File: config.mk
export PLATFORM = sky130hd
export DESIGN_NAME = tfpc_csr_flat
export DESIGN_NICKNAME = d
export VERILOG_FILES = /design/src/sv/tfpc_pkg.sv /design/src/sv/tfpc_if.sv /design/src/sv/tfpc_csr.sv /design/src/flat_wrapper.sv
export SDC_FILE = /design/constraint.sdc
export NUM_CORES = 1
export LEC_CHECK = 0
export ABC_CLOCK_PERIOD_IN_PS = 1400
export BUFFER_PORTS_ARGS = -buffer_cell sky130_fd_sc_hd__buf_2
export CORE_MARGIN = 8
export CORE_UTILIZATION = 46
export DETAILED_ROUTE_END_ITERATION = 6
export GPL_TIMING_DRIVEN = 0
export MAX_ROUTING_LAYER = met4
export PLACE_DENSITY_LB_ADDON = 0.08
export SYNTH_ARGS = -nofsm -noshare
export SYNTH_HDL_FRONTEND = slang
export SYNTH_SLANG_ARGS = --single-unit
File: constraint.sdc
create_clock -name clock -period 1.4 [get_ports clock]
set_clock_uncertainty 0.2 [all_clocks]
set_input_delay 0.35 -clock clock [delete_from_list [all_inputs] [get_ports clock]]
set_output_delay 0.35 -clock clock [all_outputs]
set_load 0.01 [all_outputs]
File: src/sv/tfpc_pkg.sv
`default_nettype none

package tfpc_pkg;

   localparam int unsigned DEF_MAX_FRAME_BYTES = 64;

   localparam int unsigned BYTE_W     = 8;
   localparam int unsigned WORD_W     = 16;
   localparam int unsigned POS_W      = 7;
   localparam int unsigned TW_W       = 5;
   localparam int unsigned KIND_W     = 2;
   localparam int unsigned CSR_ADDR_W = 2;
   localparam int unsigned CSR_DATA_W = 8;

   localparam logic [POS_W-1:0]  MIN_FRAME_BYTES = 7'd3;
   localparam logic [TW_W-1:0]   MAX_TEMP_WORDS  = 5'd30;
   localparam logic [BYTE_W-1:0] CRC_POLY        = 8'h07;
   localparam logic [BYTE_W-1:0] CRC_TOP         = 8'h80;

   localparam logic [POS_W-1:0]  RST_FRAME_BYTES = 7'd35;
   localparam logic [TW_W-1:0]   RST_TEMP_WORDS  = 5'd16;
   localparam logic [BYTE_W-1:0] RST_SEED_BYTE   = 8'h15;

   typedef enum logic [KIND_W-1:0] {
      KIND_REF  = 2'd0,
      KIND_TEMP = 2'd1,
      KIND_PEC  = 2'd2
   } kind_type;

   typedef enum logic [CSR_ADDR_W-1:0] {
      REG_FRAME_BYTES = 2'd0,
      REG_TEMP_WORDS  = 2'd1,
      REG_SEED_BYTE   = 2'd2
   } reg_index_type;

   typedef struct packed {
      logic [POS_W-1:0]  frame_bytes;
      logic [TW_W-1:0]   temp_words;
      logic [BYTE_W-1:0] seed_crc;
   } cfg_type;

   // CRC-8, MSB first, no final xor, zero initial value over one byte.
   function automatic logic [BYTE_W-1:0] crc8_byte(input logic [BYTE_W-1:0] v);
      logic [BYTE_W-1:0] x;
      x = v;
      for (int k = 0; k < BYTE_W; k++) begin
         if ((x & CRC_TOP) != '0) begin
            x = (x << 1) ^ CRC_POLY;
         end else begin
            x = x << 1;
         end
      end
      return x;
   endfunction

endpackage

`default_nettype wire

File: src/sv/tfpc_if.sv
`default_nettype none


interface tfpc_csr_if import tfpc_pkg::*; ();
   logic                  valid;
   logic                  ready;
   logic [CSR_ADDR_W-1:0] addr;
   logic [CSR_DATA_W-1:0] wdata;

   modport source (output valid, output addr, output wdata, input ready);
   modport sink   (input valid, input addr, input wdata, output ready);
endinterface

`default_nettype wire

File: src/sv/tfpc_csr.sv
`default_nettype none

module tfpc_csr import tfpc_pkg::*; (
   input  logic    clock,
   input  logic    reset,
   tfpc_csr_if.sink csr_chan,
   output cfg_type cfg
);

   logic [POS_W-1:0]  frame_bytes_ff, frame_bytes_in;
   logic [TW_W-1:0]   temp_words_ff, temp_words_in;
   logic [BYTE_W-1:0] seed_crc_ff, seed_crc_in;

   assign csr_chan.ready = 1'b1;

   // Keep the seed already run through the CRC, so a frame start loads it directly.
   always_comb begin
      frame_bytes_in = frame_bytes_ff;
      temp_words_in  = temp_words_ff;
      seed_crc_in    = seed_crc_ff;
      if (csr_chan.valid) begin
         case (reg_index_type'(csr_chan.addr))
            REG_FRAME_BYTES: frame_bytes_in = csr_chan.wdata[POS_W-1:0];
            REG_TEMP_WORDS:  temp_words_in  = csr_chan.wdata[TW_W-1:0];
            REG_SEED_BYTE:   seed_crc_in    = crc8_byte(csr_chan.wdata[BYTE_W-1:0]);
            default: ;
         endcase
      end
   end

   always_ff @(posedge clock) begin
      if (reset) begin
         frame_bytes_ff <= RST_FRAME_BYTES;
         temp_words_ff  <= RST_TEMP_WORDS;
         seed_crc_ff    <= crc8_byte(RST_SEED_BYTE);
      end else begin
         frame_bytes_ff <= frame_bytes_in;
         temp_words_ff  <= temp_words_in;
         seed_crc_ff    <= seed_crc_in;
      end
   end

   assign cfg.frame_bytes = frame_bytes_ff;
   assign cfg.temp_words  = temp_words_ff;
   assign cfg.seed_crc    = seed_crc_ff;

endmodule

`default_nettype wire

File: src/flat_wrapper.sv
// flat-port wrapper written by rule: the top's interface ports become plain ports
module tfpc_csr_flat import tfpc_pkg::*;
  (clock, reset, cfg, csr_chan_valid, csr_chan_addr, csr_chan_wdata, csr_chan_ready);
  tfpc_csr_if csr_chan_i ();
  input  logic clock;
  input  logic reset;
  output cfg_type cfg;
  input wire logic [$bits(csr_chan_i.valid)-1:0] csr_chan_valid;
  input wire logic [$bits(csr_chan_i.addr)-1:0] csr_chan_addr;
  input wire logic [$bits(csr_chan_i.wdata)-1:0] csr_chan_wdata;
  output wire logic [$bits(csr_chan_i.ready)-1:0] csr_chan_ready;
  assign csr_chan_i.valid = csr_chan_valid;
  assign csr_chan_i.addr = csr_chan_addr;
  assign csr_chan_i.wdata = csr_chan_wdata;
  assign csr_chan_ready = csr_chan_i.ready;
  tfpc_csr u_core (.clock(clock), .reset(reset), .csr_chan(csr_chan_i), .cfg(cfg));
endmodule
# Word level (Yosys, flattened, before mapping)
# Index checks and enable logic that the tools add are counted.
dict set report word_totals {
  register_bits 20
  output_inout_bits 21
  word_cells 39
}
dict set report classes {
  n_eq_ne 2
  muxes 22
  n_bitwise 8
  n_reduce_logical 4
}
# op n
set op_table {}
lappend op_table {{two-way mux 8 bit} 14}
lappend op_table {{two-way mux 3 bit} 8}
lappend op_table {{NOT 3 bit} 8}
lappend op_table {{AND reduction 2 bit} 3}
lappend op_table {{equality test 2 x 1 -> 1 bit, second input constant} 1}
lappend op_table {{equality test 2 bit, second input constant} 1}
lappend op_table {{zero test 2 bit} 1}

# Logic depth before layout (Yosys ltp)
dict set report depth {
  word_depth 30
  depth_mapped 4
}

# Least setup slack after synthesis
# OpenSTA, ideal clock, no wires.
dict set report synth_path {
  kind {input to register}
  start {in csr_chan_addr[1]}
  end {reg u_core.frame_bytes_ff[0]}
  setup_time_ns 0.120
  arrival_ns 0.969
  setup_slack_ns 0.112
  stages 4
  path_cell_list {nor3b_2 -> buf_6 -> nor2b_1 -> a211o_1}
}
dict set report synth_via {
  elab_chain_cells 2
}
# item line_no
set synth_lines {}
lappend synth_lines {{start, declared} flat_wrapper.sv:9} ;# input wire logic [$bits(csr_chan_i.addr)-1:0] csr_chan_addr;
lappend synth_lines {{zero test 2 bit} tfpc_csr.sv:22} ;# case (reg_index_type'(csr_chan.addr))
lappend synth_lines {{AND reduction 2 bit (no line)} -}
lappend synth_lines {{end signal, assigned} tfpc_csr.sv:37} ;# frame_bytes_ff <= frame_bytes_in;
lappend synth_lines {{end, declared} tfpc_csr.sv:10} ;# logic [POS_W-1:0] frame_bytes_ff, frame_bytes_in;
# No other way between the ends.
# A chain may end at the register's enable or synchronous reset.

# Final worst setup path
dict set report layout_path {
  start {reg u_core.frame_bytes_ff[6]}
  end {out cfg[19] (netlist bit)}
}
# item line_no
set layout_rtl {}
lappend layout_rtl {{end, declared} flat_wrapper.sv:7} ;# output cfg_type cfg;
# No word-level cell between the ends.

==> results.py <==
metrics = {
    "worst_setup_path": {
        "worst_path_max_delay_cell": "dfxtp_1",
        "path_buf_inv": 1,
        "cpPeakStageDelay_ns": 0.35,
        "start_kind": "flip-flop",
        "critPathKind": "reg -> out",
        "crit_chain": "buf_2",
        "cp_num_cells": 1,
        "r2r_cells": 2,
        "critPathMaxFanout": 2,
        "critPathCaptureType": "output port",
        "rrSetupSlack_ns": 0.40,
        "critPathRequiredTime_ns": 0.85,
        "arrival_ns": 0.77,
        "cpLargestDelayFamily": "flip-flops",
    },
    "die": {
        "die_w_um": 59.3,
        "start_util": 0.494,
        "ioPinCount": 34,
        "coreArea_sq_mm": 0.00175,
        "fp.dieArea_sq_mm": 0.00352,
        "die_h_um": 59.3,
        "rows": 15,
    },
    "placement": {
        "gp_congestion": 0.803,
        "hpwl_mm": 1.47,
        "place.port_buffers": 32,
    },
    "yosys": {
        "synth-simple-area-share": 0.120,
        "synth_top_family_by_area": "XOR/XNOR gates",
        "syn_inst": 85,
        "yosysSeqAreaShare": 0.464,
        "synth.distinct_cells": 23,
        "yosys.area_share.adder": 0,
        "syn-num-nets": 98,
        "yosysWarnings": 0,
        "synthMuxAreaShare": 0.0929,
        "synth_xor_area_frac": 0.141,
        "syn_area_sq_um": 862,
        "synth_seq_cells": 20,
        "synth_ff_type": "dfxtp_1",
        "synth-compound-area-share": 0.131,
        "synth_edf_count": 0,
        "async_flop_share": 0,
        "syn_avg_cell_area_sq_um": 10.1,
    },
    "clock_tree": {
        "post-cts-setup-buffers": 0,
        "clk_pin_slew_ns": 0.10,
        "cts_buffer_depth": 2,
        "clkSinkCount": 20,
        "root_buffer": "clkbuf_4",
        "clock_latency_ns": 0.29,
        "htreeDepth": 1,
        "cts_resized": 0,
        "cts_inserted_buffers": 3,
        "hold_buffers": 0,
        "cts_tree": "yes",
    },
    "sta": {
        "hold_slack_ns": 0.115,
        "rsz0062_at_grt": "no",
        "setup_viol": 0,
        "slew_viol_final": 0,
        "fmax_mhz": 755,
        "report.final.hold_viol_count": 0,
        "period_share": 0.946,
        "period_minus_slack_ns": 1.32,
    },
    "drt": {
        "routedWlPerCell_um": 12.6,
        "drt_iter0_drc": 4,
        "first_pass_iters": 4,
        "viasPerCell": 4.88,
        "vias": 707,
        "routed_wirelength_mm": 1.83,
        "drtAntennaViolNets": 0,
        "drc_errors": 0,
    },
    "status": {
        "status": "complete, no violations",
    },
    "cells_and_area": {
        "antennaDiodeCount": 0,
        "final_layout_size_suffix_gt1_frac": 0.350,
        "layout.nets": 135,
        "utilization": 0.616,
        "area_growth_pct": 24.8,
        "fillCellCount": 161,
    },
    "global_route": {
        "antenna_found_initial": 0,
        "grt.total_usage": 0.110,
        "grt_pass1_wl_mm": 2.95,
        "grt_max_degree": 11,
        "grt_overflow": 0,
        "grt_pass1_vias": 709,
    },
    "power_and_ir_drop": {
        "p_leak_nw": 0.493,
        "switchingPower_mw": 0.274,
        "seqPwrFrac": 0.572,
        "power.share.switching": 0.259,
        "power.internal_mw": 0.784,
        "ir_worst_vdd_mv": 0.582,
        "combPwrFrac": 0.181,
        "clockPowerShare": 0.247,
        "power_density_mw_per_mm2": 983,
    },
    "worst_hold_path": {
        "holdCritPathClass": "in -> reg",
        "whs_path_depth": 2,
    },
    "job": {
        "drv_cap": 0,
    },
}
## power groups by stage
stage / Combinational [mW] / Sequential (mW) / Clock [mW]
floorplan: 0.105 / 0.632 / 0
global placement: 0.190 / 0.617 / 0
detailed placement: 0.193 / 0.619 / 0
CTS: 0.194 / 0.606 / 0.271
global route: 0.210 / 0.608 / 0.291
finish: 0.191 / 0.605 / 0.261
## Yosys cell counts, types with 2 or more instances
cell type,number,area [sq um]
o21ai_1,2,10.0
buf_2,2,10.0
nor2_1,11,41.3
dfxtp_1,20,400
a22o_1,2,17.5
o21ai_0,2,10.0
nor2b_1,5,31.3
xor2_1,6,52.6
a211o_1,4,35.0
mux2i_1,8,80.1
xnor2_1,6,52.6
a21oi_1,5,25.0
inv_1,2,7.51
## routing by layer
metal,GRT usage,part of all wire,vias to the layer above
li1,-,-,359
met1,0.120,0.47,323
met2,0.183,0.46,23
met3,0.0260,0.061,2
met4,0.0512,0.0093,0
met5,-,0,-
## area by class of cell
type,count,area (sq um),area share
Inverter,2,7.51,0.00698
Multi-Input combinational cell,58,422,0.392
Buffer,5,32.5,0.0302
Clock buffer,3,22.5,0.0209
Timing Repair Buffer,32,160,0.149
Sequential cell,20,400,0.372
Tap cell,25,31.3,0.0291
## metrics by stage
step	std cells	power (mW)	TNS, ns	setup WS (ns)	instance area, sq um
2_1_floorplan	85	0.736	0	0.112	862
3_3_place_gp	142	0.807	-0.992	-0.0725	1050
3_5_place_dp	142	0.812	-1.51	-0.128	1050
4_1_cts	145	1.07	0	0.0623	1080
5_1_grt	145	1.11	0	0.0308	1080
6_report	145	1.06	0	0.0753	1080
## cells by family (layout without fill, tap and decap cells)
family                 count (synthesis)  count (layout)
flip-flops                            20              20
XOR/XNOR                              13              13
AND/OR/NAND/NOR                       19              19
other                                  1               1
AO/OA/AOI/OAI                         17              17
buffers and inverters                  7              42
multiplexers                           8               8
## final timing paths
| path | startpoint | end |
|---|---|---|
| worst max register to register | u_core.frame_bytes_ff[0] | u_core.frame_bytes_ff[0] |
| worst min-delay path | csr_chan_wdata[5] | u_core.frame_bytes_ff[5] |
| worst min register to register | u_core.seed_crc_ff[5] | u_core.seed_crc_ff[5] |
| worst max-delay path | u_core.frame_bytes_ff[6] | cfg[19] |
## layout by cell type (no fill, tap or decap), types with 2 or more instances in the layout
| cell type | netlist | routed |
|---|---|---|
| nor2b_1 | 5 | 5 |
| mux2i_1 | 8 | 8 |
| dfxtp_1 | 20 | 20 |
| xor2_1 | 6 | 6 |
| buf_2 | 2 | 34 |
| a21oi_1 | 5 | 5 |
| clkbuf_4 | 0 | 3 |
| inv_1 | 2 | 2 |
| a22o_1 | 2 | 2 |
| nor2_1 | 11 | 11 |
| o21ai_1 | 2 | 2 |
| a211o_1 | 4 | 4 |
| xnor2_1 | 6 | 6 |
| o21ai_0 | 2 | 2 |
## registers in the layout, indices dropped and copies added, names as in the netlist
name                   count
u_core.temp_words_ff       5
u_core.frame_bytes_ff      7
u_core.seed_crc_ff         8
Note: power is estimated with default switching activity, not from simulation.
